File: src/sv/ecpcd_pkg.sv
// ----------------------------------------------------------------------------
// ecpcd_pkg: shared types and constants of the pixel change detector
// Gray conversion weights, register codes and reset values, queue sizing and
// the control structs passed between the front, queue and back parts.
// ----------------------------------------------------------------------------
package ecpcd_pkg;

  localparam int GRAY_W     = 8;
  localparam int COORD_W    = 10;
  localparam int DIM_W      = 11;
  localparam int THR_W      = 8;
  localparam int GRAY_SUM_W = 23;
  localparam int GRAY_SHIFT = 14;

  localparam logic [GRAY_SUM_W-1:0] WEIGHT_R   = 23'd4899;
  localparam logic [GRAY_SUM_W-1:0] WEIGHT_G   = 23'd9617;
  localparam logic [GRAY_SUM_W-1:0] WEIGHT_B   = 23'd1868;
  localparam logic [GRAY_SUM_W-1:0] GRAY_ROUND = 23'd8192;

  localparam int PADDR_W = 4;
  localparam int PDATA_W = 32;

  typedef enum logic [1:0] {
    REG_THRESHOLD = 2'd0,
    REG_WIDTH     = 2'd1,
    REG_HEIGHT    = 2'd2
  } cfg_reg_t;

  localparam logic [THR_W-1:0] THRESHOLD_RST = 8'd15;
  localparam logic [DIM_W-1:0] WIDTH_RST     = 11'd640;
  localparam logic [DIM_W-1:0] HEIGHT_RST    = 11'd480;

  localparam int QUEUE_DEPTH = 4;

  typedef struct packed {
    logic full;
    logic empty;
  } q_stat_t;

  typedef struct packed {
    logic pop;
    logic busy;
  } back_ctl_t;

endpackage

File: src/sv/ecpcd_queue.sv
// ----------------------------------------------------------------------------
// ecpcd_queue: short FIFO between the front and back parts
// Holds classified pixels so that intake keeps running while the back part
// waits on the result channel.
// ----------------------------------------------------------------------------
module ecpcd_queue import ecpcd_pkg::*; #(
  parameter int WIDTH = 8,
  parameter int DEPTH = 4,
  localparam int PW = $clog2(DEPTH),
  localparam int LW = $clog2(DEPTH + 1)
) (
  input  logic             clk,
  input  logic             rst_n,
  input  logic             push,
  input  logic [WIDTH-1:0] wdata,
  input  logic             pop,
  output logic [WIDTH-1:0] rdata,
  output q_stat_t          stat,
  output logic [LW-1:0]    level
);

  logic [WIDTH-1:0] slot_r [DEPTH];
  logic [PW-1:0]    wr_r, wr_nxt;
  logic [PW-1:0]    rd_r, rd_nxt;
  logic [LW-1:0]    cnt_r, cnt_nxt;

  always_comb begin
    wr_nxt  = wr_r;
    rd_nxt  = rd_r;
    cnt_nxt = cnt_r;
    if (push) begin
      wr_nxt = (wr_r == PW'(DEPTH - 1)) ? '0 : wr_r + PW'(1);
    end
    if (pop) begin
      rd_nxt = (rd_r == PW'(DEPTH - 1)) ? '0 : rd_r + PW'(1);
    end
    if (push && !pop) begin
      cnt_nxt = cnt_r + LW'(1);
    end else if (pop && !push) begin
      cnt_nxt = cnt_r - LW'(1);
    end
  end

  always_ff @(posedge clk) begin
    if (!rst_n) begin
      wr_r  <= '0;
      rd_r  <= '0;
      cnt_r <= '0;
    end else begin
      wr_r  <= wr_nxt;
      rd_r  <= rd_nxt;
      cnt_r <= cnt_nxt;
    end
  end

  always_ff @(posedge clk) begin
    if (push) begin
      slot_r[wr_r] <= wdata;
    end
  end

  assign rdata      = slot_r[rd_r];
  assign stat.full  = (cnt_r == LW'(DEPTH));
  assign stat.empty = (cnt_r == '0);
  assign level      = cnt_r;

endmodule

File: config.mk
export PLATFORM = sky130hd
export DESIGN_NAME = ecpcd_queue
export DESIGN_NICKNAME = d
export VERILOG_FILES = /design/src/sv/ecpcd_pkg.sv /design/src/sv/ecpcd_queue.sv
export SDC_FILE = /design/constraint.sdc
export NUM_CORES = 1
export LEC_CHECK = 0
export BUFFER_PORTS_ARGS = -buffer_cell sky130_fd_sc_hd__buf_2
export CAP_MARGIN = 20
export CORE_AREA = 2 2 66 52
export CTS_BUF_LIST = sky130_fd_sc_hd__clkbuf_4 sky130_fd_sc_hd__clkbuf_8
export DETAILED_ROUTE_END_ITERATION = 8
export DIE_AREA = 0 0 68 54
export GPL_ROUTABILITY_DRIVEN = 0
export PLACE_DENSITY_LB_ADDON = 0.05
export SLEW_MARGIN = 20
export SYNTH_ARGS = -nofsm -noshare
export SYNTH_HDL_FRONTEND = slang
export SYNTH_SLANG_ARGS = --single-unit
File: constraint.sdc
create_clock -name clk -period 3.7 [get_ports clk]
set_clock_uncertainty 0.2 [all_clocks]
set_input_delay 0.185 -clock clk [delete_from_list [all_inputs] [get_ports clk]]
set_output_delay 0.185 -clock clk [all_outputs]
set_load 0.005 [all_outputs]
# After elaboration in Yosys (flattened, before gate mapping)
# Memory sizes are Yosys's and may differ from the RTL's. A register that Yosys moved wholly into a read port is not among the register bits.
# Index checks and enable logic that the tools add are counted.
[classes]
n_addsub = 4
eq_ne = 3
n_mux = 8
n_reduce_logical = 6
[ops]
columns = ["op", "count"]
rows = [
  ["2-bit 2-to-1 mux", 4],
  ["3-bit 2-to-1 mux", 2],
  ["2-bit by 1-bit adder with 2-bit output (second input constant)", 2],
  ["2-bit == test (second input constant)", 2],
  ["3-bit by 1-bit adder with 3-bit output (second input constant)", 1],
  ["3-bit == test (second input constant)", 1],
  ["3-bit zero test", 1],
  ["3-bit by 1-bit subtractor with 3-bit output (second input constant)", 1],
  ["1-bit logical AND", 2],
  ["1-bit zero test", 2],
  ["1-bit 2-to-1 mux", 2],
  ["2-bit nonzero test", 1],
]
[word_totals]
register_bits = 7
mem_bits_rw = 32
inputBits = 12
out_inout_bits = 13
n_memories = 1
[memory_table]
columns = ["memory", "depth", "word_bits", "read_ports", "rd_ports_with_merged_regs", "wr", "line_no", "rtl"]
rows = [
  ["slot_r", 4, 8, 1, 1, 1, "ecpcd_queue.sv:22", "logic [WIDTH-1:0] slot_r [DEPTH];"],
]

# Logic depth before layout (Yosys ltp)
[depth]
ltp_word = 4
depth_mapped = 7
depth_no_buf = 7

# Worst setup path before layout
# No wires, ideal clock.
[synth_path]
path_kind = "input-to-reg"
start = "in pop"
end = "reg cnt_r[2] (netlist: level[2])"
setup_time_ns = 0.070
arrival_time_ns = 1.378
setup_slack_ns = 2.052
cell_stages = 7
n_path_buf = 0
cell_sequence = "inv_1 > ha_1 > inv_1 > fa_1 > xor2_1 > or3_1 > a21boi_1"
[synth_between]
elab_chain_len = 3
elab_cells_between_ends = 5
cone_classes = "1 x mux; 4 x reduce/logical"
[synth_lines]
columns = ["item", "line_no", "rtl"]
rows = [
  ["start: declaration", "ecpcd_queue.sv:16", "input logic pop,"],
  ["1-bit zero test", "ecpcd_queue.sv:37", "if (push && !pop) begin"],
  ["1-bit logical AND", "ecpcd_queue.sv:37", ""],
  ["3-bit 2-to-1 mux / 2-bit nonzero test (equally long branches)", "n/a", ""],
  ["end signal: assignment", "ecpcd_queue.sv:52", "cnt_r <= cnt_nxt;"],
  ["end: declaration", "ecpcd_queue.sv:25", "logic [LW-1:0] cnt_r, cnt_nxt;"],
]
# Several ways; a longest one is shown, not always the timed one.
# A chain may end at the register's enable or synchronous reset.

==> flow_metrics.tcl <==
set metrics [dict create \
    synth-edff-count 32 \
    insertion_delay_ns 0.28 \
    synthFlopType "edfxtp_1" \
    final_layout_size_suffix_gt1_share_pct 32.3 \
    max-cap-violations 0 \
    crit_end "rdata[5]" \
    post_drt_wl_per_cell_um 15.0 \
    avgSynthCellArea_sq_um 18.8 \
    synth-simple-area-share_pct 5.58 \
    fillCellCount 239 \
    ctsHtreeMaxLevel 2 \
    viasPerCell 4.96 \
    post_cts_buffers 0 \
    clock_sinks 41 \
    cts.path.max_buffers 2 \
    reg2reg_depth 4 \
    antenna_found_initial 0 \
    rsz0062_at_grt "false" \
    hold_viol_final 0 \
    whs_ns 0.0151 \
    hold_class "input pin to flip-flop" \
    slew_viol_final 0 \
    nets 142 \
    place_area_sq_mm 0.00177 \
    grt_pass1_wl_um 3770 \
    dr_total_vias 813 \
    yosys-top-cells-area "edfxtp_1, dfxtp_1, mux4_2, ha_1, mux2i_1" \
    n_antenna_cell 0 \
    dp_cells 148 \
    ant_nets 0 \
    crit_chain "mux4_2, buf_2" \
    start_util_pct 52.0 \
    tns_ns 0 \
    finalPower_uw 999 \
    dpl.hpwl_um 1690 \
    dieArea_sq_mm 0.00367 \
    synth-seq-cells 41 \
    num_rows 18 \
    critPathBufInv 1 \
    cts_tree "done" \
    critical_path_arrival_ns 1.67 \
    grt_max_degree 14 \
    relSlewSlack_pct 63.8 \
    peakVddDrop_v 0.000399 \
    status "completed" \
    synth_cells 86 \
    yosysMostFrequentCell "edfxtp_1" \
    cp-start-kind "flip-flop" \
    port_buffers 24 \
    die_h_um 54 \
    timing.fmax_ghz 0.488 \
    synth_seq_area_share_pct 70.6 \
    endpoint_kind "primary output" \
    die_x_um 68 \
    synth_xor_area_share_pct 1.08 \
    cpLargestDelayFamily "flip-flops" \
    wl_um 2460 \
    r2r-end "level[2]$_SDFFE_PN0P_" \
    fin_crit_sh_pct 55.4 \
    period_minus_slack_ns 2.05 \
    synth_top_family_by_area "multiplexers" \
    cpPeakStageDelay_ns 0.67 \
    power_density_mw_per_mm2 509 \
    layoutNonFillerInstCount 164 \
    synthTopCellsByCount "edfxtp_1, dfxtp_1, mux4_2" \
    yosys.area.top_type "edfxtp_1" \
    cts_root_buffer "clkbuf_8" \
    synth_compound_area_share_pct 1.24 \
    drcViolationCount 0 \
    setup-violations-final 0 \
    syn_nets 105 \
    clkTransAtPathRegs_ns 0.07 \
    ys_types 20 \
    synthToLayoutAreaGrowth_pct 21.4 \
    required_ns 3.31 \
    r2r_setup_slack_ns 2.04 \
    gr-total-overflow 0 \
    numCtsBuffers 5 \
    synthAdderAreaFrac_pct 5.89 \
    drt-pass1-iter-count 4 \
    crit_slowest_cell "dfxtp_1" \
    criticalPathCategory "flip-flop to primary output" \
    grtUsageTotal_pct 15.5 \
    design_area_sq_mm 0.00196 \
    path_max_fanout 8 \
    synthArstFlopShare_pct 0 \
    reg2reg_from "level[0]$_SDFFE_PN0P_" \
    synthMuxAreaShare_pct 13.6 \
    ys_warn_count 0 \
    leakage_nw 0.739 \
    pin_count 25 \
    cp.depth 2 \
    syn_area_sq_mm 0.00162 \
    drt_iter0_drc 51 \
    grt_pass1_vias 780 \
    yosysTopAreaCellShare_pct 59.5 \
    worstMarginPinSlew_ns 0.543 \
    placeableCoreArea_sq_mm 0.00311 \
]
[cells by family after synthesis]
group                      count (synthesis)
AOI/OAI and AO/OA                          3
xor gates and xnor gates                   2
adders and majority gates                  7
buffers and inverters                      6
DFF                                       41
muxes                                     12
and+or+nand+nor                           15
[worst min-delay path by stage]
stage | start | end | slack [ns] | cells after the start
finish | rst_n | flip-flop | 0.02 | 2
global route | rst_n | rd_r[0]$_SDFFE_PN0P_ | 0.008 | 2
CTS | rst_n | rd_r[0]$_SDFFE_PN0P_ | 0.01 | 2
detailed placement | wdata[2] | slot_r[2][2]$_DFFE_PP_ | 0.21 | 1
global placement | wdata[7] | slot_r[3][7]$_DFFE_PP_ | 0.20 | 1
floorplan | wdata[0] | slot_r[0][0]$_DFFE_PP_ | 0.08 | 0
[through the flow]
step | util (%) | setup WS [ns]
after floorplan | - | 2.05
after global placement | 56.9 | 1.89
after detailed placement | 56.9 | 1.84
after CTS | 63.1 | 1.58
after global routing | 63.1 | 1.51
final | 63.1 | 1.65
[layout by cell type, fill, tap and decap left out, types with 5 or more instances in the layout]
master | netlist | layout
edfxtp_1 | 32 | 32
mux4_2 | 8 | 8
clkbuf_8 | 0 | 5
ha_1 | 6 | 6
nor2b_1 | 5 | 5
buf_2 | 0 | 24
and2_1 | 5 | 5
dlygate4sd3_1 | 0 | 8
dfxtp_1 | 9 | 9
[flip-flops by register name (all words and copies together) (netlist names), named ones only]
register	count
wr_r	2
slot_r	32
rd_r	2
level	3
[repair_timing]
item / in CTS / in global routing
endpoints found under the hold margin: 32 / 0
resized for setup: 0 / 0
hold buffers: 8 / 0
[cell type report]
cell class / instances / area [sq um] / area share (%)
multi-input combinational: 39 / 443 / 22.6
clock inverter: 2 / 35.0 / 1.79
inverter: 4 / 15.0 / 0.766
timing repair buffer: 32 / 200 / 10.2
clock buffer: 6 / 76.3 / 3.89
tap: 40 / 50.0 / 2.55
sequential: 41 / 1140 / 58.2
[worst reg2reg max path, cell delays in order, from the launching register on]
cell      delay, ns
dfxtp_1        0.37
fa_1           0.44
xor2_1         0.16
or3_1          0.30
a21boi_1       0.13
[metal layers]
metal  GRT usage [%]  wire length [um]
met1            21.4              1200
met2            21.7              1140
met3            5.65                92
met4            8.00                27
met5               0                 0
[where the power goes]
part | total [mW] | leakage [nW] | internal [mW] | switching, mW
combinational | 0.109 | 0.312 | 0.0626 | 0.0463
sequential | 0.544 | 0.368 | 0.524 | 0.0202
clock | 0.346 | 0.0586 | 0.207 | 0.138
Note: power is estimated with default switching activity, not from simulation.
