## src/sv/ecpcd_pkg.sv

```systemverilog
// ----------------------------------------------------------------------------
// ecpcd_pkg: shared types and constants of the pixel change detector
// Gray conversion weights, register codes and reset values, queue sizing and
// the control structs passed between the front, queue and back parts.
// ----------------------------------------------------------------------------
package ecpcd_pkg;

  localparam int GRAY_W     = 8;
  localparam int COORD_W    = 10;
  localparam int DIM_W      = 11;
  localparam int THR_W      = 8;
  localparam int GRAY_SUM_W = 23;
  localparam int GRAY_SHIFT = 14;

  localparam logic [GRAY_SUM_W-1:0] WEIGHT_R   = 23'd4899;
  localparam logic [GRAY_SUM_W-1:0] WEIGHT_G   = 23'd9617;
  localparam logic [GRAY_SUM_W-1:0] WEIGHT_B   = 23'd1868;
  localparam logic [GRAY_SUM_W-1:0] GRAY_ROUND = 23'd8192;

  localparam int PADDR_W = 4;
  localparam int PDATA_W = 32;

  typedef enum logic [1:0] {
    REG_THRESHOLD = 2'd0,
    REG_WIDTH     = 2'd1,
    REG_HEIGHT    = 2'd2
  } cfg_reg_t;

  localparam logic [THR_W-1:0] THRESHOLD_RST = 8'd15;
  localparam logic [DIM_W-1:0] WIDTH_RST     = 11'd640;
  localparam logic [DIM_W-1:0] HEIGHT_RST    = 11'd480;

  localparam int QUEUE_DEPTH = 4;

  typedef struct packed {
    logic full;
    logic empty;
  } q_stat_t;

  typedef struct packed {
    logic pop;
    logic busy;
  } back_ctl_t;

endpackage

```

## src/sv/ecpcd_if.sv

```systemverilog
// ----------------------------------------------------------------------------
// ecpcd_if: handshake channels of the pixel change detector
// One channel carries RGB pixels in, the other carries change items out.
// ----------------------------------------------------------------------------
interface ecpcd_pixel_if ();
  logic       valid;
  logic       ready;
  logic [7:0] red;
  logic [7:0] green;
  logic [7:0] blue;
  logic       suppress;

  modport source (output valid, red, green, blue, suppress, input ready);
  modport sink (input valid, red, green, blue, suppress, output ready);
endinterface


```

## src/sv/ecpcd_front.sv

```systemverilog
// ----------------------------------------------------------------------------
// ecpcd_front: pixel intake and classification
// Converts each accepted pixel to gray, tags it with its raster position and
// frame-store address, and decides whether it may raise a change item.
// ----------------------------------------------------------------------------
module ecpcd_front import ecpcd_pkg::*; #(
  parameter int MAX_WIDTH  = 1024,
  parameter int MAX_HEIGHT = 1024,
  localparam int AW = $clog2(MAX_WIDTH * MAX_HEIGHT)
) (
  input  logic               clk,
  input  logic               rst_n,
  ecpcd_pixel_if.sink        pix,
  input  logic [DIM_W-1:0]   frame_width,
  input  logic [DIM_W-1:0]   frame_height,
  input  logic               q_full,
  output logic               push,
  output logic [AW-1:0]      ent_addr,
  output logic [COORD_W-1:0] ent_x,
  output logic [COORD_W-1:0] ent_y,
  output logic [GRAY_W-1:0]  ent_gray,
  output logic               ent_check
);

  localparam int XW = $clog2(MAX_WIDTH);
  localparam int YW = $clog2(MAX_HEIGHT);
  localparam int CW = ($clog2(MAX_WIDTH + 1) > DIM_W) ? $clog2(MAX_WIDTH + 1) : DIM_W;
  localparam int CH = ($clog2(MAX_HEIGHT + 1) > DIM_W) ? $clog2(MAX_HEIGHT + 1) : DIM_W;

  logic [XW-1:0] col_r, col_nxt;
  logic [YW-1:0] row_r, row_nxt;
  logic          ref_valid_r, ref_valid_nxt;

  logic [CW-1:0]         w_eff;
  logic [CH-1:0]         h_eff;
  logic                  last_col;
  logic                  last_row;
  logic [GRAY_SUM_W-1:0] gray_sum;

  // Out-of-range geometry is clamped to 1..MAX.
  always_comb begin
    if (frame_width == '0) begin
      w_eff = CW'(1);
    end else if (CW'(frame_width) > CW'(MAX_WIDTH)) begin
      w_eff = CW'(MAX_WIDTH);
    end else begin
      w_eff = CW'(frame_width);
    end
    if (frame_height == '0) begin
      h_eff = CH'(1);
    end else if (CH'(frame_height) > CH'(MAX_HEIGHT)) begin
      h_eff = CH'(MAX_HEIGHT);
    end else begin
      h_eff = CH'(frame_height);
    end
  end

  assign last_col = (CW'(col_r) + CW'(1)) >= w_eff;
  assign last_row = (CH'(row_r) + CH'(1)) >= h_eff;

  assign pix.ready = !q_full;
  assign push      = pix.valid && !q_full;

  assign gray_sum = GRAY_SUM_W'(pix.red) * WEIGHT_R
                  + GRAY_SUM_W'(pix.green) * WEIGHT_G
                  + GRAY_SUM_W'(pix.blue) * WEIGHT_B
                  + GRAY_ROUND;

  assign ent_gray  = gray_sum[GRAY_SHIFT +: GRAY_W];
  assign ent_addr  = AW'(AW'(row_r) * AW'(MAX_WIDTH)) + AW'(col_r);
  assign ent_x     = COORD_W'(col_r);
  assign ent_y     = COORD_W'(row_r);
  assign ent_check = ref_valid_r && !pix.suppress;

  always_comb begin
    col_nxt       = col_r;
    row_nxt       = row_r;
    ref_valid_nxt = ref_valid_r;
    if (push) begin
      if (last_col) begin
        col_nxt = '0;
        if (last_row) begin
          row_nxt       = '0;
          ref_valid_nxt = 1'b1;
        end else begin
          row_nxt = row_r + YW'(1);
        end
      end else begin
        col_nxt = col_r + XW'(1);
      end
    end
  end

  always_ff @(posedge clk) begin
    if (!rst_n) begin
      col_r       <= '0;
      row_r       <= '0;
      ref_valid_r <= 1'b0;
    end else begin
      col_r       <= col_nxt;
      row_r       <= row_nxt;
      ref_valid_r <= ref_valid_nxt;
    end
  end

endmodule

```

## src/flat_wrapper.sv

```systemverilog
// flat-port wrapper written by rule: the top's interface ports become plain ports
module ecpcd_front_flat import ecpcd_pkg::*;
#(
  parameter int MAX_WIDTH  = 1024,
  parameter int MAX_HEIGHT = 1024,
  localparam int AW = $clog2(MAX_WIDTH * MAX_HEIGHT)
)
  (clk, rst_n, frame_width, frame_height, q_full, push, ent_addr, ent_x, ent_y, ent_gray, ent_check, pix_valid, pix_red, pix_green, pix_blue, pix_suppress, pix_ready);
  ecpcd_pixel_if pix_i ();
  input  logic clk;
  input  logic rst_n;
  input  logic [DIM_W-1:0] frame_width;
  input  logic [DIM_W-1:0] frame_height;
  input  logic q_full;
  output logic push;
  output logic [AW-1:0] ent_addr;
  output logic [COORD_W-1:0] ent_x;
  output logic [COORD_W-1:0] ent_y;
  output logic [GRAY_W-1:0] ent_gray;
  output logic ent_check;
  input wire logic [$bits(pix_i.valid)-1:0] pix_valid;
  input wire logic [$bits(pix_i.red)-1:0] pix_red;
  input wire logic [$bits(pix_i.green)-1:0] pix_green;
  input wire logic [$bits(pix_i.blue)-1:0] pix_blue;
  input wire logic [$bits(pix_i.suppress)-1:0] pix_suppress;
  output wire logic [$bits(pix_i.ready)-1:0] pix_ready;
  assign pix_i.valid = pix_valid;
  assign pix_i.red = pix_red;
  assign pix_i.green = pix_green;
  assign pix_i.blue = pix_blue;
  assign pix_i.suppress = pix_suppress;
  assign pix_ready = pix_i.ready;
  ecpcd_front #(.MAX_WIDTH(MAX_WIDTH), .MAX_HEIGHT(MAX_HEIGHT)) u_core (.clk(clk), .rst_n(rst_n), .pix(pix_i), .frame_width(frame_width), .frame_height(frame_height), .q_full(q_full), .push(push), .ent_addr(ent_addr), .ent_x(ent_x), .ent_y(ent_y), .ent_gray(ent_gray), .ent_check(ent_check));
endmodule
```

## config.mk

```make
export PLATFORM = sky130hd
export DESIGN_NAME = ecpcd_front_flat
export DESIGN_NICKNAME = d
export VERILOG_FILES = /design/src/sv/ecpcd_pkg.sv /design/src/sv/ecpcd_if.sv /design/src/sv/ecpcd_front.sv /design/src/flat_wrapper.sv
export SDC_FILE = /design/constraint.sdc
export NUM_CORES = 1
export LEC_CHECK = 0
export BUFFER_PORTS_ARGS = -buffer_cell sky130_fd_sc_hd__buf_4
export CAP_MARGIN = 20
export CORE_MARGIN = 5
export CORE_UTILIZATION = 30
export DETAILED_ROUTE_END_ITERATION = 7
export PLACE_DENSITY = 0.45
export SYNTH_ARGS = -nofsm -noshare
export SYNTH_HDL_FRONTEND = slang
export SYNTH_SLANG_ARGS = --single-unit
```

## constraint.sdc

```tcl
create_clock -name clk -period 29.1 [get_ports clk]
set_input_delay 5.82 -clock clk [delete_from_list [all_inputs] [get_ports clk]]
set_output_delay 5.82 -clock clk [all_outputs]
set_load 0.03 [all_outputs]
```

* After elaboration in Yosys (flattened, before gate mapping)
Cells that the tools add are included.
** Word-level totals
- Bits in read-only memories :: 0
- Memories :: 0
- Flip-flop bits (word level) :: 21
- Input bits :: 51
- Latch bits :: 0
- Output and inout bits :: 51
- RAM bits :: 0
- Word-level logic and storage cells :: 32
** Operators by class
- Reduce and logical (&&, ||, !) cells :: 8
- Multiplexer cells :: 6
- Divide/modulo/power cells :: 0
- Shift-type cells :: 0
- Eq/ne operators :: 0
- Bitwise operators :: 0
- Order comparisons :: 4
- Multipliers :: 3
- $add $sub $neg :: 8
** Operator list (count)
- two-way mux 11 bit :: 4
- adder 10 x 1 -> 11 bit (second input constant) :: 2
- adder 21 x 22 -> 22 bit :: 1
- adder 22 x 14 -> 22 bit (second input constant) :: 1
- adder 22 x 19 -> 22 bit :: 1
- greater-or-equal comparator 11 bit :: 2
- greater-than comparator 11 bit (second input constant) :: 2
- logical NOT 11 bit :: 2
- multiplier 8 x 14 -> 22 bit (second input constant) :: 1
- multiplier 8 x 13 -> 21 bit (second input constant) :: 1
- adder 10 x 1 -> 10 bit (second input constant) :: 2
- adder 20 x 10 -> 20 bit :: 1
- two-way mux 10 bit :: 2
- multiplier 8 x 9 -> 17 bit (second input constant) :: 1
- AND reduction 3 bit :: 1
- logical AND 1 bit :: 2
- logical NOT 1 bit :: 2
- AND reduction 2 bit :: 1

* Longest topological paths before layout
Gate-level depths: netlist of run 1.
- Depth after elaboration :: 5
- Mapped depth :: 29
- Mapped depth without buffers :: 29

* Worst setup path after synthesis of run 1
No wires, ideal clock.
- Path kind :: in2out
- Start point :: input port pix_blue[2]
- End point :: output port ent_gray[7]
- Path slack :: 10.891 ns
- Stages :: 28
- Data required time :: 23.280 ns
- Data arrival time :: 12.389 ns
- Buffers on the path :: 0
- Cell sequence :: inv_1 fa_1 inv_1 ha_1 fa_1 inv_1 fa_1 inv_1 ha_1 and4_1 a211oi_1 o21a_1 nor2b_1 nor2_1 xnor2_1 ha_1 fa_1 inv_1 fa_1 fa_1 inv_1 ha_1 a21o_1 a21oi_1 o21ai_0 nor3_1 a21oi_1 xnor2_1
** On the way
- Cells in the longest elaborated chain, start to end :: 3
** RTL lines
- start, declared :: line flat_wrapper.sv:24 : input wire logic [$bits(pix_i.blue)-1:0] pix_blue;
- multiplier 8 x 9 -> 17 bit :: line ecpcd_front.sv:66 : + GRAY_SUM_W'(pix.blue) * WEIGHT_B
- adder 22 x 19 -> 22 bit :: line ecpcd_front.sv:66
- adder 22 x 14 -> 22 bit :: line ecpcd_front.sv:67 : + GRAY_ROUND;
- end, declared :: line flat_wrapper.sv:19 : output logic [GRAY_W-1:0] ent_gray;
No other way between the ends.

* Worst setup path after layout of run 1
Same ends and word-level chain as after synthesis.

==> flow_summary.toml, run 1 <==
[synth]
syn_area_um2 = 6920
synth-edff-count = 0
synthArstFlopShare = 0
syn_area_per_cell_um2 = 8.86
synth_top_area_share = 0.302
synth_cell_types = 53
synthCells = 781
synth.top_cells.by_area = "ha_1 30%, fa_1 25%, inv_1 11%, dfxtp_1 6.1%, xnor2_1 3.3%"
ys_ff_latch = 21
ys_warn_count = 0
yosys.area.top_type = "ha_1"
synth_nets = 1086
synth_ff_type = "dfxtp_1"
seq_area_frac_synth = 0.0608

[clock_network]
cts_tree = "done"
clockBufferDepth = 2
cts_setup_buffers = 0
cts_sinks = 21
postCtsHoldBufs = 0
cts_buffers = 3
h-tree-depth = 1
cts-resized-gates = 0
clock_latency_ps = 260
clk_pin_slew_ps = 60
cts-root-buf = "clkbuf_16"

[setup_path]
reg2reg_depth = 12
cp_slowest_cell = "fa_1"
worstPathArrival_ps = 12800
cp_data_required_time_ps = 23280
setup.worst_path.start_class = "primary input"
max_stage_delay_ps = 560
crit_fanout = 6
reg2reg_slack_ps = 25650
path_class = "in -> out"
setup.worst_path.end_class = "primary output"
worstReg2RegEnd = "u_core.ent_y[7]"
r2r_start = "u_core.ent_x[0]"

[routing]
wl_per_cell_um = 13.8
drcViolationCount = 0
totalWireLength_um = 15800
firstDrtPassIters = 4
viasPerCell = 4.55
ant_nets = 0
drt_iter0_markers = 145
vias = 5211

[timing]
setup_viol = 0
relSlewSlack = 0.594
fin_crit_ps = 18620
finClkSkew_ps = 2.65
period_share = 0.640
fin_ws_ps = 10480
max_freq_mhz = 53.7
hold_violations = 0
grt_setup_unrepaired = "no"
tightest_slew_ps = 603
setup_tns_ps = 0
drv_slew = 0

[placement]
portBuffers = 101
finalWeightedCongestion = 0.789
dp_slack_ps = 10420
place_inst = 1141
hpwl_um = 14300

[worst_hold_path]
worstHoldPathType = "reg -> reg"
holdPathStages = 1
whs_endpoint = "u_core.ref_valid_r"
min-delay-start = "u_core.ref_valid_r"

[grt]
grt_overflow = 0
grt_pass1_vias = 5369
track_usage = 0.121
grt_max_degree = 15
grt_pass1_wl_um = 26400
antenna_found_initial = 0

[cells_and_area]
area_delta_synth_final_pct = 14.7
fin_nets = 1167
finalNonFillerCells = 1146
layout_common_cells = "199 x inv_1, 167 x ha_1, 102 x buf_4"
diodes = 0
final_layout_size_suffix_gt1_frac = 0.132
final_common_cell = "inv_1"
fillCellCount = 2431

[flow_run]
cap_violations = 0

[floorplan]
core_area_um2 = 22700
die_w_um = 162
rows = 55
io_pins = 102
start_util = 0.305
dieArea_um2 = 26200
die_h_um = 162

[outcome]
status = "complete, no violations"
-- critical path, delay by kind of cell --
| kind | cells | cell delay, ps |
|---|---|---|
| AO/OA/AOI/OAI | 6 | 1150 |
| XOR/XNOR | 2 | 280 |
| adder cells (fa/ha/maj) | 10 | 4390 |
| buffers and inverters | 8 | 600 |
| AND/OR/NAND/NOR | 4 | 560 |
-- kinds of logic after synthesis --
| group | count (synthesis) | synth area share |
|---|---|---|
| xor gates and xnor gates | 36 | 0.0456 |
| buffers and inverters | 227 | 0.135 |
| DFF | 21 | 0.0608 |
| adders and majority gates | 254 | 0.554 |
| muxes | 1 | 0.00163 |
| and+or+nand+nor | 147 | 0.106 |
| AOI/OAI and AO/OA | 95 | 0.0969 |
-- flip-flops by register name (all words and copies together) (netlist names) --
name and flops:
u_core.ref_valid_r 1, u_core.ent_x 10, u_core.ent_y 10
-- routing by layer --
| metal | global-route usage | share of wire | vias to the layer above | wire [um] |
|---|---|---|---|---|
| li1 | - | - | 2677 | - |
| met1 | 0.160 | 0.46 | 2461 | 7240 |
| met2 | 0.228 | 0.51 | 68 | 8100 |
| met3 | 0.00990 | 0.029 | 5 | 464 |
| met4 | 0.00577 | 0.0018 | 0 | 28 |
| met5 | 0 | 0 | - | 0 |
-- final cells by class --
type                            instances  area [um^2]  share of cell area
Clock buffer                            3         75.1             0.00946
Clock inverter                          1         5.00            0.000630
Inverter                              201          754              0.0950
Multi-Input combinational cell        533         5560               0.701
Sequential cell                        21          420              0.0530
Tap cell                              285          357              0.0449
Timing Repair Buffer                  102          766              0.0965
-- stage by stage --
stage	hold slack, ps	util	instance area (um^2)
2_1_floorplan	433	-	6920
3_3_place_gp	445	0.346	7850
3_5_place_dp	456	0.346	7850
4_1_cts	471	0.349	7930
5_1_grt	509	0.350	7940
6_report	465	0.350	7940
-- cells in the mapped netlist (9+ instances only) --
cell type,n
xnor2_1,26
inv_1,199
fa_1,87
buf_4,20
nor4_1,9
nand3_1,20
a21oi_1,21
ha_1,167
o21ai_0,13
dfxtp_1,21
nor2_1,31
nand2_1,38
and3_1,10
xor2_1,10
-- worst max-delay path by stage --
stage / startpoint / endpoint / slack [ps] / cells past startpoint
final: pix_blue[2] / ent_gray[7] / 10480 / 30
after global placement: pix_blue[2] / ent_gray[7] / 10490 / 30
after floorplan: pix_blue[2] / ent_gray[7] / 10890 / 28
after global routing: pix_blue[2] / ent_gray[7] / 10090 / 30
after detailed placement: pix_blue[2] / ent_gray[7] / 10420 / 30
after CTS: pix_blue[2] / ent_gray[7] / 10400 / 30
Power of run 1 is left out: the tool's default activity adds up to more than one toggle a clock period on the data nets, which glitch-free logic cannot reach.
==> inputs of run 2 (changes only) <==
clock period = 17.6 ns   (was 29.1 ns; I/O delays follow)
==> flow_summary.toml, run 2 (synthesized netlist as in run 1, its figures left out) <==
[setup_path]
cp_data_required_time_ps = 14080
crit_fanout = 6
cp_slowest_cell = "fa_1"
max_stage_delay_ps = 560
path_class = "in -> out"
setup.worst_path.start_class = "primary input"
setup.worst_path.end_class = "primary output"
worstPathArrival_ps = 10470

[floorplan]
rows = 55
die_h_um = 162
dieArea_um2 = 26200
io_pins = 102
core_area_um2 = 22700
start_util = 0.305
die_w_um = 162

[cells_and_area]
layout_common_cells = "199 x inv_1, 167 x ha_1, 102 x buf_4"
multi_input_area_um2 = 5560
final_layout_size_suffix_gt1_frac = 0.132
seq_area_um2 = 420
area_delta_synth_final_pct = 14.7
fillCellCount = 2437
final_common_cell = "inv_1"
diodes = 0
fin_nets = 1167

[clock_network]
cts_sinks = 21
clockBufferDepth = 2
clk_pin_slew_ps = 60
cts_buffers = 3
cts-resized-gates = 0
cts_setup_buffers = 0
clock_latency_ps = 260
cts_tree = "done"
postCtsHoldBufs = 0
h-tree-depth = 1
cts-root-buf = "clkbuf_16"

[routing]
ant_nets = 0
firstDrtPassIters = 4
drcViolationCount = 0
wl_per_cell_um = 13.8
totalWireLength_um = 15800
vias = 5205
drt_iter0_markers = 180
viasPerCell = 4.54

[placement]
dp_slack_ps = 3540
finalWeightedCongestion = 0.789
portBuffers = 101
hpwl_um = 14400

[timing]
fin_crit_ps = 13990
tightest_slew_ps = 589
period_share = 0.795
drv_slew = 0
setup_tns_ps = 0
fin_ws_ps = 3610
hold_violations = 0
finClkSkew_ps = 2.19
relSlewSlack = 0.603
max_freq_mhz = 71.5
grt_setup_unrepaired = "no"
setup_viol = 0

[flow_run]
cap_violations = 0

[grt]
grt_pass1_vias = 5294
grt_overflow = 0
track_usage = 0.123
grt_pass1_wl_um = 26600
grt_max_degree = 15
antenna_found_initial = 0

[outcome]
status = "complete, no violations"

[worst_hold_path]
worstHoldPathType = "reg -> reg"
run 2: routing by layer:
| layer | track usage | part of all wire | vias up | wire (um) |
|---|---|---|---|---|
| met4 | 0.0127 | 0.0043 | 0 | 68 |
| met5 | 0 | 0 | - | 0 |
| met3 | 0.00761 | 0.032 | 6 | 509 |
| li1 | - | - | 2678 | - |
| met1 | 0.163 | 0.45 | 2439 | 7100 |
| met2 | 0.229 | 0.51 | 82 | 8120 |
run 2: worst max-delay path: cells and delay by family:
family          cells  cell delay [ps]
xor+xnor            2              280
simple gates        4              560
buf+inv             8              600
compound gates      6             1120
fa+ha+maj          10             4390
run 2: per-stage QoR:
stage / hold WS [ps] / area (um^2) / instances / util
6_report: 469 / 7940 / 1146 / 0.350
5_1_grt: 495 / 7940 / 1146 / 0.350
4_1_cts: 471 / 7930 / 1145 / 0.349
3_5_place_dp: 457 / 7850 / 1141 / 0.346
3_3_place_gp: 445 / 7850 / 1141 / 0.346
2_1_floorplan: 433 / 6920 / 781 / -
run 2: layout make-up:
cell class / instances / area share
Tap cell: 285 / 0.0449
Multi-Input combinational cell: 533 / 0.701
Clock inverter: 1 / 0.000630
Clock buffer: 3 / 0.00946
Timing Repair Buffer: 102 / 0.0965
Inverter: 201 / 0.0950
Sequential cell: 21 / 0.0530
run 2: worst paths after layout:
kind	slack (ps)	endpoint	depth (start not counted)	from
max	3610	ent_gray[7]	30	pix_blue[2]
min	470	u_core.ref_valid_r	1	u_core.ref_valid_r
max reg2reg	14170	u_core.ent_y[0]	12	u_core.ent_x[0]
min reg2reg	470	u_core.ref_valid_r	1	u_core.ref_valid_r
Power of run 2 is left out for the same reason.
