==> src/sv/ecpcd_pkg.sv <==
// ----------------------------------------------------------------------------
// ecpcd_pkg: shared types and constants of the pixel change detector
// Gray conversion weights, register codes and reset values, queue sizing and
// the control structs passed between the front, queue and back parts.
// ----------------------------------------------------------------------------
package ecpcd_pkg;

  localparam int GRAY_W     = 8;
  localparam int COORD_W    = 10;
  localparam int DIM_W      = 11;
  localparam int THR_W      = 8;
  localparam int GRAY_SUM_W = 23;
  localparam int GRAY_SHIFT = 14;

  localparam logic [GRAY_SUM_W-1:0] WEIGHT_R   = 23'd4899;
  localparam logic [GRAY_SUM_W-1:0] WEIGHT_G   = 23'd9617;
  localparam logic [GRAY_SUM_W-1:0] WEIGHT_B   = 23'd1868;
  localparam logic [GRAY_SUM_W-1:0] GRAY_ROUND = 23'd8192;

  localparam int PADDR_W = 4;
  localparam int PDATA_W = 32;

  typedef enum logic [1:0] {
    REG_THRESHOLD = 2'd0,
    REG_WIDTH     = 2'd1,
    REG_HEIGHT    = 2'd2
  } cfg_reg_t;

  localparam logic [THR_W-1:0] THRESHOLD_RST = 8'd15;
  localparam logic [DIM_W-1:0] WIDTH_RST     = 11'd640;
  localparam logic [DIM_W-1:0] HEIGHT_RST    = 11'd480;

  localparam int QUEUE_DEPTH = 4;

  typedef struct packed {
    logic full;
    logic empty;
  } q_stat_t;

  typedef struct packed {
    logic pop;
    logic busy;
  } back_ctl_t;

endpackage

==> src/sv/ecpcd_if.sv <==


interface ecpcd_event_if ();
  logic       valid;
  logic       ready;
  logic [9:0] event_x;
  logic [9:0] event_y;
  logic       polarity;

  modport source (output valid, event_x, event_y, polarity, input ready);
  modport sink (input valid, event_x, event_y, polarity, output ready);
endinterface

==> src/sv/ecpcd_back.sv <==
// ----------------------------------------------------------------------------
// ecpcd_back: frame-store update and change decision
// Reads the stored gray level for each queued pixel, compares it with the new
// one, writes the new level back and drives the output register.
// ----------------------------------------------------------------------------
module ecpcd_back import ecpcd_pkg::*; #(
  parameter int AW = 20
) (
  input  logic               clk,
  input  logic               rst_n,
  input  logic [THR_W-1:0]   threshold,
  input  q_stat_t            q_stat,
  input  logic [AW-1:0]      head_addr,
  input  logic [COORD_W-1:0] head_x,
  input  logic [COORD_W-1:0] head_y,
  input  logic [GRAY_W-1:0]  head_gray,
  input  logic               head_check,
  output back_ctl_t          ctl,
  output logic               ram_re,
  output logic [AW-1:0]      ram_raddr,
  input  logic [GRAY_W-1:0]  ram_rdata,
  output logic               ram_we,
  output logic [AW-1:0]      ram_waddr,
  output logic [GRAY_W-1:0]  ram_wdata,
  ecpcd_event_if.source      evt
);

  logic               b_valid_r, b_valid_nxt;
  logic [AW-1:0]      b_addr_r;
  logic [COORD_W-1:0] b_x_r;
  logic [COORD_W-1:0] b_y_r;
  logic [GRAY_W-1:0]  b_gray_r;
  logic               b_check_r;
  logic               fwd_r;
  logic [GRAY_W-1:0]  fwd_data_r;

  logic               out_valid_r, out_valid_nxt;
  logic [COORD_W-1:0] out_x_r;
  logic [COORD_W-1:0] out_y_r;
  logic               out_pol_r;

  logic [GRAY_W-1:0] prev;
  logic              rise_hit;
  logic              fall_hit;
  logic              hit;
  logic              b_fire;
  logic              pop;

  // The store is written back after it is read, so a read issued in the
  // same cycle as a write to the same entry takes the written value instead.
  assign prev     = fwd_r ? fwd_data_r : ram_rdata;
  assign rise_hit = (b_gray_r > prev) && ((b_gray_r - prev) > threshold);
  assign fall_hit = (prev > b_gray_r) && ((prev - b_gray_r) > threshold);
  assign hit      = b_check_r && (rise_hit || fall_hit);

  assign b_fire = b_valid_r && (!hit || !out_valid_r || evt.ready);
  assign pop    = !q_stat.empty && (!b_valid_r || b_fire);

  assign ctl.pop  = pop;
  assign ctl.busy = b_valid_r;

  assign ram_re    = pop;
  assign ram_raddr = head_addr;
  assign ram_we    = b_fire;
  assign ram_waddr = b_addr_r;
  assign ram_wdata = b_gray_r;

  always_comb begin
    b_valid_nxt = b_valid_r;
    if (pop) begin
      b_valid_nxt = 1'b1;
    end else if (b_fire) begin
      b_valid_nxt = 1'b0;
    end
    out_valid_nxt = (out_valid_r && !evt.ready) || (b_fire && hit);
  end

  always_ff @(posedge clk) begin
    if (!rst_n) begin
      b_valid_r   <= 1'b0;
      out_valid_r <= 1'b0;
    end else begin
      b_valid_r   <= b_valid_nxt;
      out_valid_r <= out_valid_nxt;
    end
  end

  always_ff @(posedge clk) begin
    if (pop) begin
      b_addr_r   <= head_addr;
      b_x_r      <= head_x;
      b_y_r      <= head_y;
      b_gray_r   <= head_gray;
      b_check_r  <= head_check;
      fwd_r      <= ram_we && (ram_waddr == head_addr);
      fwd_data_r <= ram_wdata;
    end
    if (b_fire && hit) begin
      out_x_r   <= b_x_r;
      out_y_r   <= b_y_r;
      out_pol_r <= !rise_hit;
    end
  end

  assign evt.valid    = out_valid_r;
  assign evt.event_x  = out_x_r;
  assign evt.event_y  = out_y_r;
  assign evt.polarity = out_pol_r;

endmodule

==> src/flat_wrapper.sv <==
// flat-port wrapper written by rule: the top's interface ports become plain ports
module ecpcd_back_flat import ecpcd_pkg::*;
#(
  parameter int AW = 20
)
  (clk, rst_n, threshold, q_stat, head_addr, head_x, head_y, head_gray, head_check, ctl, ram_re, ram_raddr, ram_rdata, ram_we, ram_waddr, ram_wdata, evt_valid, evt_event_x, evt_event_y, evt_polarity, evt_ready);
  ecpcd_event_if evt_i ();
  input  logic clk;
  input  logic rst_n;
  input  logic [THR_W-1:0] threshold;
  input  q_stat_t q_stat;
  input  logic [AW-1:0] head_addr;
  input  logic [COORD_W-1:0] head_x;
  input  logic [COORD_W-1:0] head_y;
  input  logic [GRAY_W-1:0] head_gray;
  input  logic head_check;
  output back_ctl_t ctl;
  output logic ram_re;
  output logic [AW-1:0] ram_raddr;
  input  logic [GRAY_W-1:0] ram_rdata;
  output logic ram_we;
  output logic [AW-1:0] ram_waddr;
  output logic [GRAY_W-1:0] ram_wdata;
  output wire logic [$bits(evt_i.valid)-1:0] evt_valid;
  output wire logic [$bits(evt_i.event_x)-1:0] evt_event_x;
  output wire logic [$bits(evt_i.event_y)-1:0] evt_event_y;
  output wire logic [$bits(evt_i.polarity)-1:0] evt_polarity;
  input wire logic [$bits(evt_i.ready)-1:0] evt_ready;
  assign evt_valid = evt_i.valid;
  assign evt_event_x = evt_i.event_x;
  assign evt_event_y = evt_i.event_y;
  assign evt_polarity = evt_i.polarity;
  assign evt_i.ready = evt_ready;
  ecpcd_back #(.AW(AW)) u_core (.clk(clk), .rst_n(rst_n), .threshold(threshold), .q_stat(q_stat), .head_addr(head_addr), .head_x(head_x), .head_y(head_y), .head_gray(head_gray), .head_check(head_check), .ctl(ctl), .ram_re(ram_re), .ram_raddr(ram_raddr), .ram_rdata(ram_rdata), .ram_we(ram_we), .ram_waddr(ram_waddr), .ram_wdata(ram_wdata), .evt(evt_i));
endmodule
==> config.mk <==
export PLATFORM = sky130hd
export DESIGN_NAME = ecpcd_back_flat
export DESIGN_NICKNAME = d
export VERILOG_FILES = /design/src/sv/ecpcd_pkg.sv /design/src/sv/ecpcd_if.sv /design/src/sv/ecpcd_back.sv /design/src/flat_wrapper.sv
export SDC_FILE = /design/constraint.sdc
export NUM_CORES = 1
export LEC_CHECK = 0
export BUFFER_PORTS_ARGS = -buffer_cell sky130_fd_sc_hd__buf_2
export CORE_MARGIN = 3
export CORE_UTILIZATION = 56
export CTS_BUF_LIST = sky130_fd_sc_hd__clkbuf_8
export DETAILED_ROUTE_END_ITERATION = 10
export PLACE_DENSITY = 0.9
export SYNTH_ARGS = -nofsm -noshare
export SYNTH_HDL_FRONTEND = slang
export SYNTH_SLANG_ARGS = --single-unit
export TNS_END_PERCENT = 10
==> constraint.sdc <==
create_clock -name clk -period 19.7 [get_ports clk]
set_clock_uncertainty 0.2 [all_clocks]
set_input_delay 2.955 -clock clk [delete_from_list [all_inputs] [get_ports clk]]
set_output_delay 2.955 -clock clk [all_outputs]
set_load 0.05 [all_outputs]
### After elaboration in Yosys (flattened, before gate mapping)

Cells that the tools add are included.

* flip-flop bits (word level): 81
* word-level logic and storage cells: 42

* add/sub/neg operators: 2
* order comparisons: 4
* equal/unequal tests: 1
* mux-type cells: 3
* reduce and logical (&&, ||, !) cells: 20

Operators by type and width (number)
* $gt 8x8->1: 4
* $eq 20x20->1: 1
* $sub 8x8->8: 2
* $logic_and 1x1->1: 8
* $mux 8: 1
* $logic_not 1->1: 6
* $logic_or 1x1->1: 5
* $mux 1: 2
* $reduce_bool 2->1: 1

### Logic depth before layout (Yosys ltp)

Gate-level depths: netlist (run 1).

* depth after elaboration: 13
* gate-level depth with buffers: 19

### Worst setup path before layout (run 1)

No wires, ideal clock.

* kind: input-to-output
* start point: input ram_rdata[1]
* end point: output ctl[1] (netlist bit)
* data arrival time: 9.551 ns
* required time: 16.545 ns
* setup slack: 6.994 ns
* cell stages on the path: 14
* cells stage by stage: mux2i_1 -> inv_1 -> fa_1 -> a21o_1 -> a21oi_2 -> o21bai_1 -> a21oi_1 -> xnor2_1 -> ha_1 -> a21o_1 -> a211oi_1 -> o31ai_1 -> a21oi_1 -> buf_4

* cells in the longest elaborated chain, start to end: 12
* elaborated cells between the ends (all ways): 17
* classes of those cells: 2 x add/sub; 4 x order compare; 1 x mux; 10 x reduce/logical

RTL lines
* from (decl): RTL line flat_wrapper.sv:20 `input logic [GRAY_W-1:0] ram_rdata;`
* $mux 8 (*): RTL line ecpcd_back.sv:51 `assign prev = fwd_r ? fwd_data_r : ram_rdata;`
* $sub 8x8->8, on equally long branches: RTL line ecpcd_back.sv:52, ecpcd_back.sv:53
* $gt 8x8->1, on equally long branches: RTL line ecpcd_back.sv:52, ecpcd_back.sv:53
* $logic_and 1x1->1, on equally long branches: RTL line ecpcd_back.sv:52, ecpcd_back.sv:53
* $logic_or 1x1->1 (*): RTL line ecpcd_back.sv:54 `assign hit = b_check_r && (rise_hit || fall_hit);`
* $logic_and 1x1->1 (*): RTL line ecpcd_back.sv:54
* $logic_not 1->1 (*): RTL line ecpcd_back.sv:56 `assign b_fire = b_valid_r && (!hit || !out_valid_r || evt.ready);`
* $logic_or 1x1->1 (*) (2 in series): RTL line ecpcd_back.sv:56
* $logic_and 1x1->1 (*): RTL line ecpcd_back.sv:56
* $logic_or 1x1->1 (*): RTL line ecpcd_back.sv:57 `assign pop = !q_stat.empty && (!b_valid_r || b_fire);`
* $logic_and 1x1->1 (*): RTL line ecpcd_back.sv:57
* to (decl): RTL line flat_wrapper.sv:17 `output back_ctl_t ctl;`

Mark *: on every way between the ends. The rest lies on a longest branch, timed or not.

==> results.json, run 1 <==
{
  "status": "completed",
  "clk_pin_slew_ns": 0.08,
  "rows": 30,
  "p_sw_frac": 0.3020,
  "seq_area_frac_synth": 0.5938,
  "wl_met1_um": 3010,
  "intPower_uw": 292.1,
  "grt_max_degree": 46,
  "worstHoldPathType": "reg2reg",
  "grt_overflow": 0,
  "netlist_instances": 291,
  "r2r-end": "u_core.ram_wdata[3]",
  "seqPwrFrac": 0.486,
  "synth_flop_cell": "edfxtp_1",
  "wl_met2_um": 4477,
  "hold_violations": 0,
  "syn_nets": 394,
  "fp.dieH_um": 91.18,
  "dr.pass1.iters": 4,
  "maxSlewViolCount": 0,
  "syn_to_final_growth_pct": 20.85,
  "synth-compound-area-share": 0.08531,
  "hold_slack_ns": 0.2164,
  "gp_congestion": 0.7858,
  "rsz0062_at_grt": "no",
  "p_comb_frac": 0.236,
  "min_from": "u_core.b_y_r[6]",
  "htreeDepth": 3,
  "synthAdderAreaFrac": 0.1053,
  "fin_crit_sh": 0.5353,
  "layoutNonFillerInstCount": 519,
  "utilization": 0.7109,
  "cts_tree": "yes",
  "total_power_uw": 418.5,
  "postRouteAntennaNets": 0,
  "synth-simple-area-share": 0.05020,
  "synth_top_area_frac": 0.5839,
  "worstMarginPinSlew_ns": 0.8352,
  "die_x_um": 91.18,
  "wl_met3_um": 689,
  "min_path_cells": 0,
  "core-area_sq_um": 6907,
  "muxShareOfSynthArea": 0.01971,
  "critPathKind": "in2out",
  "highest_layer": "met4",
  "synth.most_common_cell": "edfxtp_1",
  "synth.largest_area_cell": "edfxtp_1",
  "vdd_drop_max_v": 0.00007721,
  "synth_edf_count": 79,
  "n_fill_cell": 502,
  "p_clk_frac": 0.278,
  "place_area_sq_um": 4715,
  "dp_worst_setup_slack_ns": 9.179,
  "synth_async_sr_flop_share": 0,
  "maxCapViolCount": 0,
  "worstPathRequired_ns": 16.55,
  "worst_r2r_path_depth": 14,
  "p_leak_nw": 2.159,
  "synth_xor_xnor_area_share": 0.06899,
  "diodes": 0,
  "root_buffer": "clkbuf_8",
  "yosys-top-cells-count": "79 x edfxtp_1, 31 x ha_1, 27 x inv_1",
  "cts_sinks": 81,
  "ff2ff_setup_slack_ns": 14.38,
  "cts_resized": 0,
  "dieArea_sq_um": 8313,
  "grt_pass1_wl_um": 13530,
  "setup_viol": 0,
  "cts_hold_buf": 0,
  "synth_top_family_by_area": "adder cells",
  "numPortBuffers": 142,
  "drt-total-wl_um": 8340,
  "post_drt_wl_per_cell_um": 16.07,
  "clk_latency_ns": 0.33,
  "synth.distinct_cells": 40,
  "antenna_found_initial": 0,
  "grt_usage": 0.2072,
  "dp_hpwl_um": 6708,
  "drive_above_1_share": 0.3948,
  "io_pins": 144,
  "timing.fmax_mhz": 94.82,
  "dp.cells": 503,
  "routed_via_density": 5.150,
  "fin_setup_tns_ns": 0,
  "drt-initial-drc-count": 92,
  "synth-seq-cells": 81,
  "crit_fanout": 45,
  "min_to": "u_core.evt.event_y[6]",
  "start_util": 0.5882,
  "drc_errors": 0,
  "r2r_start": "u_core.fwd_r",
  "grt_pass1_vias": 2833,
  "fin_area_sq_um": 4910,
  "cts_setup_buffers": 0,
  "power_density_nw_per_um2": 85.25,
  "relSlewSlack": 0.4401,
  "start_kind": "input port",
  "vias": 2673,
  "synth.area.top_cells": "edfxtp_1 58%, ha_1 9.5%, buf_4 4.8%",
  "cts_buffer_depth": 2,
  "p_switching_uw": 126.4,
  "syn_area_sq_um": 4063,
  "crit_path_end_kind": "output port",
  "synth_warnings": 0,
  "nets": 521,
  "fin_ws_ns": 9.154,
  "cts_made_buffers": 9,
  "min_period_ns": 10.55,
  "crit_arrival_ns": 7.39,
  "syn_area_per_cell_sq_um": 13.96
}
kinds of logic after synthesis:
kind of cell	after synthesis
mux	8
simple gates	38
buf+inv	55
flops	81
xor+xnor	32
compound gates	44
fa+ha+maj	33
cell usage in the layout, fill, tap and decap left out, types with 3 or more instances in the layout:
| master | instances |
|---|---|
| a211oi_1 | 3 |
| a21o_1 | 5 |
| a21oi_1 | 11 |
| buf_2 | 142 |
| clkbuf_8 | 9 |
| edfxtp_1 | 79 |
| ha_1 | 31 |
| inv_1 | 28 |
| mux2i_1 | 8 |
| nand2_1 | 6 |
| nand3_1 | 3 |
| nand4_1 | 8 |
| nor2_1 | 4 |
| nor2b_1 | 7 |
| nor3_1 | 3 |
| nor4_1 | 3 |
| o21ai_0 | 5 |
| o21bai_1 | 3 |
| xnor2_1 | 15 |
| xor2_1 | 17 |
worst max-delay path by stage:
stage	from	end	depth (start not counted)
after floorplan	ram_rdata[1]	ctl[1]	14
after global placement	ram_rdata[1]	ctl[1]	16
after detailed placement	ram_rdata[1]	ctl[1]	16
after CTS	ram_rdata[1]	ram_re	16
after global routing	ram_rdata[1]	ctl[1]	18
final	ram_rdata[1]	ctl[1]	16
registers in the layout, indices dropped and copies added, names as in the netlist:
name	cells
u_core.b_check_r	1
u_core.ram_waddr	20
u_core.fwd_data_r	8
u_core.evt.valid	1
u_core.evt.event_y	10
u_core.evt.event_x	10
u_core.fwd_r	1
u_core.evt.polarity	1
u_core.b_x_r	10
u_core.ram_wdata	8
u_core.b_y_r	10
u_core.b_valid_r	1
routing by layer:
metal / GRT usage / vias to the layer above
li1: - / 1284
met1: 0.2201 / 1265
met2: 0.3777 / 112
met3: 0.06959 / 12
met4: 0.07789 / 0
met5: 0 / -
worst max-delay path: stages:
cell	delay, ns
buf_2	0.09
mux2i_1	0.29
inv_1	0.14
fa_1	0.44
a21o_1	0.19
a21oi_2	0.21
o21bai_1	0.09
a21oi_1	0.17
xnor2_1	0.14
ha_1	0.29
a21o_1	0.20
a211oi_1	0.47
o31ai_1	0.25
a21oi_4	0.50
buf_4	0.56
buf_2	0.37
power groups by stage:
stage	Clock, mW	Combinational (mW)	Sequential (mW)
2_1_floorplan	0	0.0606	0.223
3_3_place_gp	0	0.0959	0.207
3_5_place_dp	0	0.0991	0.207
4_1_cts	0.119	0.0993	0.203
5_1_grt	0.127	0.107	0.204
6_report	0.116	0.0987	0.203
final cells by class:
class	instances	area, sq um	area share
Timing Repair Buffer	144	725.7	0.1478
Inverter	27	101.3	0.02064
Multi-Input combinational cell	155	1355	0.2760
Clock buffer	9	123.9	0.02523
Clock inverter	7	71.32	0.01453
Tap cell	96	120.1	0.02446
Sequential cell	81	2412	0.4913
Note: power is estimated with default switching activity, not from simulation.
==> inputs of run 2 (changes only) <==
Settings changed: ABC_AREA from default to 1, CORE_UTILIZATION 56 to 52, PLACE_DENSITY 0.9 to 0.85.
Clock period 19.7 ns to 10.1 ns, I/O delays scaled along.
==> run 2 against run 1 <==
Effect of this change:
- combinational power increased by 85%
- register-to-register slack got worse by 9.1 ns
- global-route usage fell by 0.99 points
- critical endpoint is now ram_re
- first-iteration DRC count is 29% higher
- sequential power grew 95%
- power up 97%
- via count up 7.4%
- sequential share of layout area decreased by 0.79 points
- setup slack worse by 5.7 ns
==> results.json, run 2 <==
{
  "status": "completed",
  "p_sw_frac": 0.3117,
  "syn_area_per_cell_sq_um": 11.27,
  "critPathKind": "in2out",
  "wl_met2_um": 4765,
  "timing.fmax_mhz": 151.4,
  "grt_max_degree": 59,
  "p_leak_nw": 2.374,
  "dr.pass1.iters": 4,
  "start_util": 0.5524,
  "drive_above_1_share": 0.3440,
  "layoutNonFillerInstCount": 599,
  "antenna_found_initial": 0,
  "syn_area_sq_um": 4114,
  "synth.largest_area_cell": "edfxtp_1",
  "drc_errors": 0,
  "vdd_drop_max_v": 0.0001335,
  "grt_pass1_vias": 3001,
  "cp-startpoint": "ram_rdata[1]",
  "p_clk_frac": 0.296,
  "relSlewSlack": 0.4529,
  "diodes": 0,
  "maxCapViolCount": 0,
  "fin_setup_tns_ns": 0,
  "setup_viol": 0,
  "crit_arrival_ns": 4.89,
  "syn_to_final_growth_pct": 21.29,
  "seqPwrFrac": 0.481,
  "start_kind": "input port",
  "min_period_ns": 6.604,
  "htreeDepth": 3,
  "wl_met3_um": 610,
  "highest_layer": "met4",
  "maxSlewViolCount": 0,
  "yosys-top-cells-count": "79 x edfxtp_1, 66 x nand2_1, 62 x inv_1",
  "grt_pass1_wl_um": 13490,
  "ff2ff_setup_slack_ns": 5.24,
  "drt-total-wl_um": 8577,
  "drt-initial-drc-count": 119,
  "final_cell_mix": "142 x buf_2, 79 x edfxtp_1, 66 x nand2_1, 61 x inv_1, 31 x ha_1",
  "worstMarginPinSlew_ns": 0.8197,
  "cts_hold_buf": 0,
  "cts_made_buffers": 9,
  "postRouteAntennaNets": 0,
  "synth_async_sr_flop_share": 0,
  "rsz0062_at_grt": "no",
  "cts_buffer_depth": 2,
  "cts_sinks": 81,
  "dp.cells": 583,
  "grt_overflow": 0,
  "rows": 31,
  "synth_warnings": 0,
  "gp_congestion": 0.7765,
  "worstHoldPathType": "reg2reg",
  "cts_setup_buffers": 0,
  "clk_latency_ns": 0.34,
  "largest_reg_flops": 20,
  "vias": 2870,
  "intPower_uw": 566.7,
  "root_buffer": "clkbuf_8",
  "core-area_sq_um": 7447,
  "die_x_um": 94.95,
  "p_comb_frac": 0.223,
  "final_common_cell": "buf_2",
  "power_density_nw_per_um2": 165.0,
  "post_drt_wl_per_cell_um": 14.32,
  "crit_path_end_kind": "output port",
  "n_fill_cell": 576,
  "synth_flop_cell": "edfxtp_1",
  "wl_met1_um": 3104,
  "synth-seq-cells": 81,
  "dieArea_sq_um": 9015,
  "fp.dieH_um": 94.95,
  "cts_tree": "yes",
  "synth.most_common_cell": "edfxtp_1",
  "synth_top_area_frac": 0.5766,
  "regArea_sq_um": 2412,
  "io_pins": 144,
  "r2r_start": "u_core.fwd_r",
  "hold_violations": 0,
  "synth.distinct_cells": 27,
  "syn_nets": 468,
  "worst_r2r_path_depth": 22,
  "fin_crit_sh": 0.6538,
  "netlist_instances": 365,
  "worstPathRequired_ns": 8.39,
  "nets": 598,
  "dp_hpwl_um": 6777,
  "synth_edf_count": 79,
  "p_switching_uw": 256.6,
  "synth.area.top_cells": "edfxtp_1 58%, ha_1 9.4%, nand2_1 6.0%",
  "numPortBuffers": 142,
  "seq_area_frac_synth": 0.5864,
  "routed_via_density": 4.791,
  "cp-endpoint": "ram_re",
  "clk_pin_slew_ns": 0.09,
  "crit_fanout": 3,
  "multiInputGateArea_sq_um": 1292,
  "r2r-end": "u_core.b_x_r[0]",
  "grt_usage": 0.1973,
  "cts_resized": 0
}
[run 2: cell types whose count changed in the layout (fill, tap and decap cells not counted), sizes merged, moves of 4 or more]
cell	change
a21o	-5
o21ai	+8
a211oi	-4
nor2b	-7
xor2	-6
nand2	+64
nor2	+14
mux2i	-8
inv	+37
nand4	-4
or2	+4
[run 2: worst min path at each step]
stage	startpoint	end	cells past startpoint
after global routing	u_core.b_x_r[0]	u_core.evt.event_x[0]	0
after detailed placement	u_core.b_y_r[0]	u_core.evt.event_y[0]	0
after global placement	u_core.b_y_r[9]	u_core.evt.event_y[9]	0
final	u_core.b_x_r[0]	u_core.evt.event_x[0]	0
after floorplan	u_core.b_x_r[0]	u_core.evt.event_x[0]	0
after CTS	u_core.b_y_r[0]	u_core.evt.event_y[0]	0
[run 2: power groups by stage]
stage | logic (mW) | clock network (mW) | registers [mW]
2_1_floorplan | 0.109 | 0 | 0.434
3_3_place_gp | 0.176 | 0 | 0.403
3_5_place_dp | 0.184 | 0 | 0.404
4_1_cts | 0.185 | 0.248 | 0.397
5_1_grt | 0.203 | 0.263 | 0.399
6_report | 0.183 | 0.244 | 0.396
[run 2: worst max-delay path, cell delays in order]
cell and delay (ns):
buf_2 0.09, o21ai_0 0.40, inv_1 0.16, ha_1 0.31, nand2_1 0.08, o21ai_1 0.24
a21boi_0 0.19, o21ai_0 0.25, nand2_1 0.11, nand3_1 0.08, nand2_1 0.06, ha_1 0.29
nand2_1 0.07, nor2_1 0.14, nand2_1 0.07, nand2_1 0.08, a21oi_2 0.04, nand2_2 0.08
nand2_2 0.09, nand4_1 0.10, nand2_1 0.07, inv_2 0.08, buf_2 0.27
[run 2: layout make-up]
type	instances	area share
Clock inverter	7	0.01730
Sequential cell	81	0.4834
Tap cell	99	0.02482
Multi-Input combinational cell	198	0.2590
Inverter	62	0.04664
Timing Repair Buffer	143	0.1439
Clock buffer	9	0.02482
[run 2: per-stage QoR]
stage	instance area (sq um)	power (mW)	setup slack, ns	utilization	hold WS (ns)
global placement	4780	0.5790	3.700	0.6418	0.2003
CTS	4990	0.8299	3.489	0.6700	0.2185
detailed placement	4780	0.5885	3.501	0.6418	0.2045
global route	4990	0.8643	3.057	0.6700	0.2248
finish	4990	0.8233	3.496	0.6700	0.2150
floorplan	4114	0.5422	2.719	-	0.2003
[run 2: cells by family after synthesis]
group,Yosys count,synth area share
xor+xnor,25,0.05322
fa+ha+maj,33,0.1040
simple gates,105,0.1095
compound gates,35,0.04744
buf+inv,86,0.09945
flops,81,0.5864
[run 2: layer usage]
layer,GRT usage,vias up
li1,-,1436
met1,0.2106,1323
met2,0.3682,102
met3,0.06295,9
met4,0.06010,0
met5,0,-
==> inputs of run 3 (changes only) <==
Settings changed: CORE_UTILIZATION 52 to 47, PLACE_DENSITY 0.85 to 0.81.
Clock period 10.1 ns to 5.8 ns, I/O delays scaled along.
==> run 3 against run 2 <==
Effect of this change:
- critical path depth stayed put
- critical endpoint is now ctl[1]
- non-clock buffer count is 4 higher
- setup slack worse by 3.0 ns
- power is 80% higher
- sequential cell count stayed put
- sequential power is 74% higher
==> results.json, run 3 (same netlist as run 2, synthesis figures left out) <==
{
  "clk_latency_ns": 0.35,
  "cts_buffer_depth": 2,
  "numPortBuffers": 142,
  "vdd_drop_max_v": 0.0002381,
  "fin_crit_sh": 0.9197,
  "utilization": 0.6055,
  "maxCapViolCount": 0,
  "min_path_cells": 0,
  "p_clk_frac": 0.319,
  "fp.dieH_um": 99.56,
  "largest_reg_flops": 20,
  "start_kind": "input port",
  "antenna_found_initial": 0,
  "drt-initial-drc-count": 74,
  "cts_hold_buf": 0,
  "multiInputGateArea_sq_um": 1292,
  "n_fill_cell": 708,
  "cts_tree": "yes",
  "p_comb_frac": 0.217,
  "die_x_um": 99.56,
  "worstHoldPathType": "reg2reg",
  "final_common_cell": "buf_2",
  "setup_viol": 0,
  "vias": 2907,
  "dieArea_sq_um": 9911,
  "post_drt_wl_per_cell_um": 14.23,
  "final_cell_mix": "142 x buf_2, 79 x edfxtp_1, 66 x nand2_1, 61 x inv_1, 31 x ha_1",
  "rsz0062_at_grt": "no",
  "p_switching_uw": 453.7,
  "io_pins": 144,
  "syn_to_final_growth_pct": 22.75,
  "grt_overflow": 0,
  "p_sw_frac": 0.3058,
  "gp_congestion": 0.8890,
  "r2r-end": "u_core.evt.event_y[7]",
  "dp_worst_setup_slack_ns": 0.3669,
  "cts_sinks": 81,
  "drive_above_1_share": 0.3492,
  "postRouteAntennaNets": 0,
  "crit_path_end_kind": "output port",
  "grt_max_degree": 22,
  "clk_pin_slew_ns": 0.09,
  "status": "completed",
  "power_density_nw_per_um2": 293.8,
  "nets": 602,
  "diodes": 0,
  "fin_setup_tns_ns": 0,
  "min_from": "u_core.b_y_r[2]",
  "relSlewSlack": 0.4565,
  "p_leak_nw": 2.398,
  "root_buffer": "clkbuf_8",
  "ff2ff_setup_slack_ns": 1.32,
  "grt_pass1_wl_um": 13990,
  "grt_usage": 0.1811,
  "dp_hpwl_um": 6865,
  "crit_fanout": 7,
  "seqPwrFrac": 0.465,
  "routed_via_density": 4.773,
  "dr.pass1.iters": 4,
  "drc_errors": 0,
  "hold_violations": 0,
  "grt_pass1_vias": 3019,
  "crit_arrival_ns": 4.26,
  "maxSlewViolCount": 0,
  "worst_r2r_path_depth": 20,
  "timing.fmax_mhz": 187.5,
  "r2r_start": "u_core.fwd_r",
  "core-area_sq_um": 8341,
  "min_to": "u_core.evt.event_y[2]",
  "htreeDepth": 3,
  "min_period_ns": 5.334,
  "intPower_mw": 1.030,
  "drt-total-wl_um": 8669,
  "regArea_sq_um": 2412,
  "layoutNonFillerInstCount": 609,
  "critPathKind": "in2out",
  "worstPathRequired_ns": 4.73,
  "start_util": 0.4932,
  "rows": 33,
  "cts_made_buffers": 9,
  "worstMarginPinSlew_ns": 0.8143,
  "dp.cells": 591,
  "fin_ws_ns": 0.4656
}
-- run 3: cell types whose count changed in the layout (fill, tap and decap cells not counted), sizes merged --
cell and change:
inv -1, bufinv +1, clkinvlp +1, buf +4, clkinv -1
-- run 3: per-stage QoR --
step | hold WS (ns) | total power, mW | cell area, sq um
3_3_place_gp | 0.2005 | 1.011 | 4806
5_1_grt | 0.2265 | 1.557 | 5050
4_1_cts | 0.2202 | 1.498 | 5035
2_1_floorplan | 0.2003 | 0.9441 | 4118
3_5_place_dp | 0.2045 | 1.024 | 4806
6_report | 0.2217 | 1.484 | 5050
-- run 3: worst max path at each step --
stage                      start      to  slack (ns)  cells past startpoint
finish              ram_rdata[2]  ctl[1]        0.47                     23
global route        ram_rdata[2]  ctl[1]        0.13                     23
CTS                 u_core.fwd_r  ctl[1]        0.22                     22
detailed placement  ram_rdata[1]  ctl[1]        0.37                     23
global placement    ram_rdata[1]  ctl[1]        0.57                     23
floorplan           ram_rdata[1]  ctl[1]        0.08                     22
-- run 3: worst max-delay path, cell delays in order --
cell and delay [ns]:
buf_2 0.10, o21ai_0 0.24, inv_1 0.09, ha_1 0.43, nand2_1 0.15, o21ai_1 0.24, a21boi_0 0.19, o21ai_0 0.21
nand2_1 0.11, nand3_1 0.09, nand2_1 0.06, ha_1 0.29, nand2_1 0.10, nor2_1 0.06, nand2_1 0.07, nand2_1 0.05
a21oi_1 0.10, nand2_1 0.07, nand2_2 0.08, nand4_1 0.11, nand2_1 0.13, clkinvlp_4 0.16, buf_2 0.25
-- run 3: power groups by stage --
stage,logic [mW],registers [mW],clock network (mW)
final,0.321,0.689,0.473
after global routing,0.354,0.693,0.510
after CTS,0.322,0.690,0.485
after detailed placement,0.320,0.703,0
after global placement,0.310,0.701,0
after floorplan,0.189,0.755,0
-- run 3: area by class of cell --
type,count,area share
clock buffer,9,0.02453
clock inverter,7,0.02081
inverter,62,0.04683
multi-input combinational,198,0.2559
sequential,81,0.4777
tap,105,0.02602
timing repair buffer,147,0.1482
-- run 3: per-layer routing --
| metal | global-route usage | part of all wire | vias up | wire [um] |
|---|---|---|---|---|
| li1 | - | - | 1442 | - |
| met1 | 0.1979 | 0.39 | 1353 | 3338 |
| met2 | 0.3321 | 0.53 | 104 | 4610 |
| met3 | 0.06452 | 0.072 | 8 | 628 |
| met4 | 0.04727 | 0.010 | 0 | 91 |
| met5 | 0 | 0 | - | 0 |
-- run 3: what timing repair did --
action | in CTS | in global routing
endpoints found under the setup margin | 0 | 2
resized for setup | 0 | 1
buffers inserted | 0 | 2
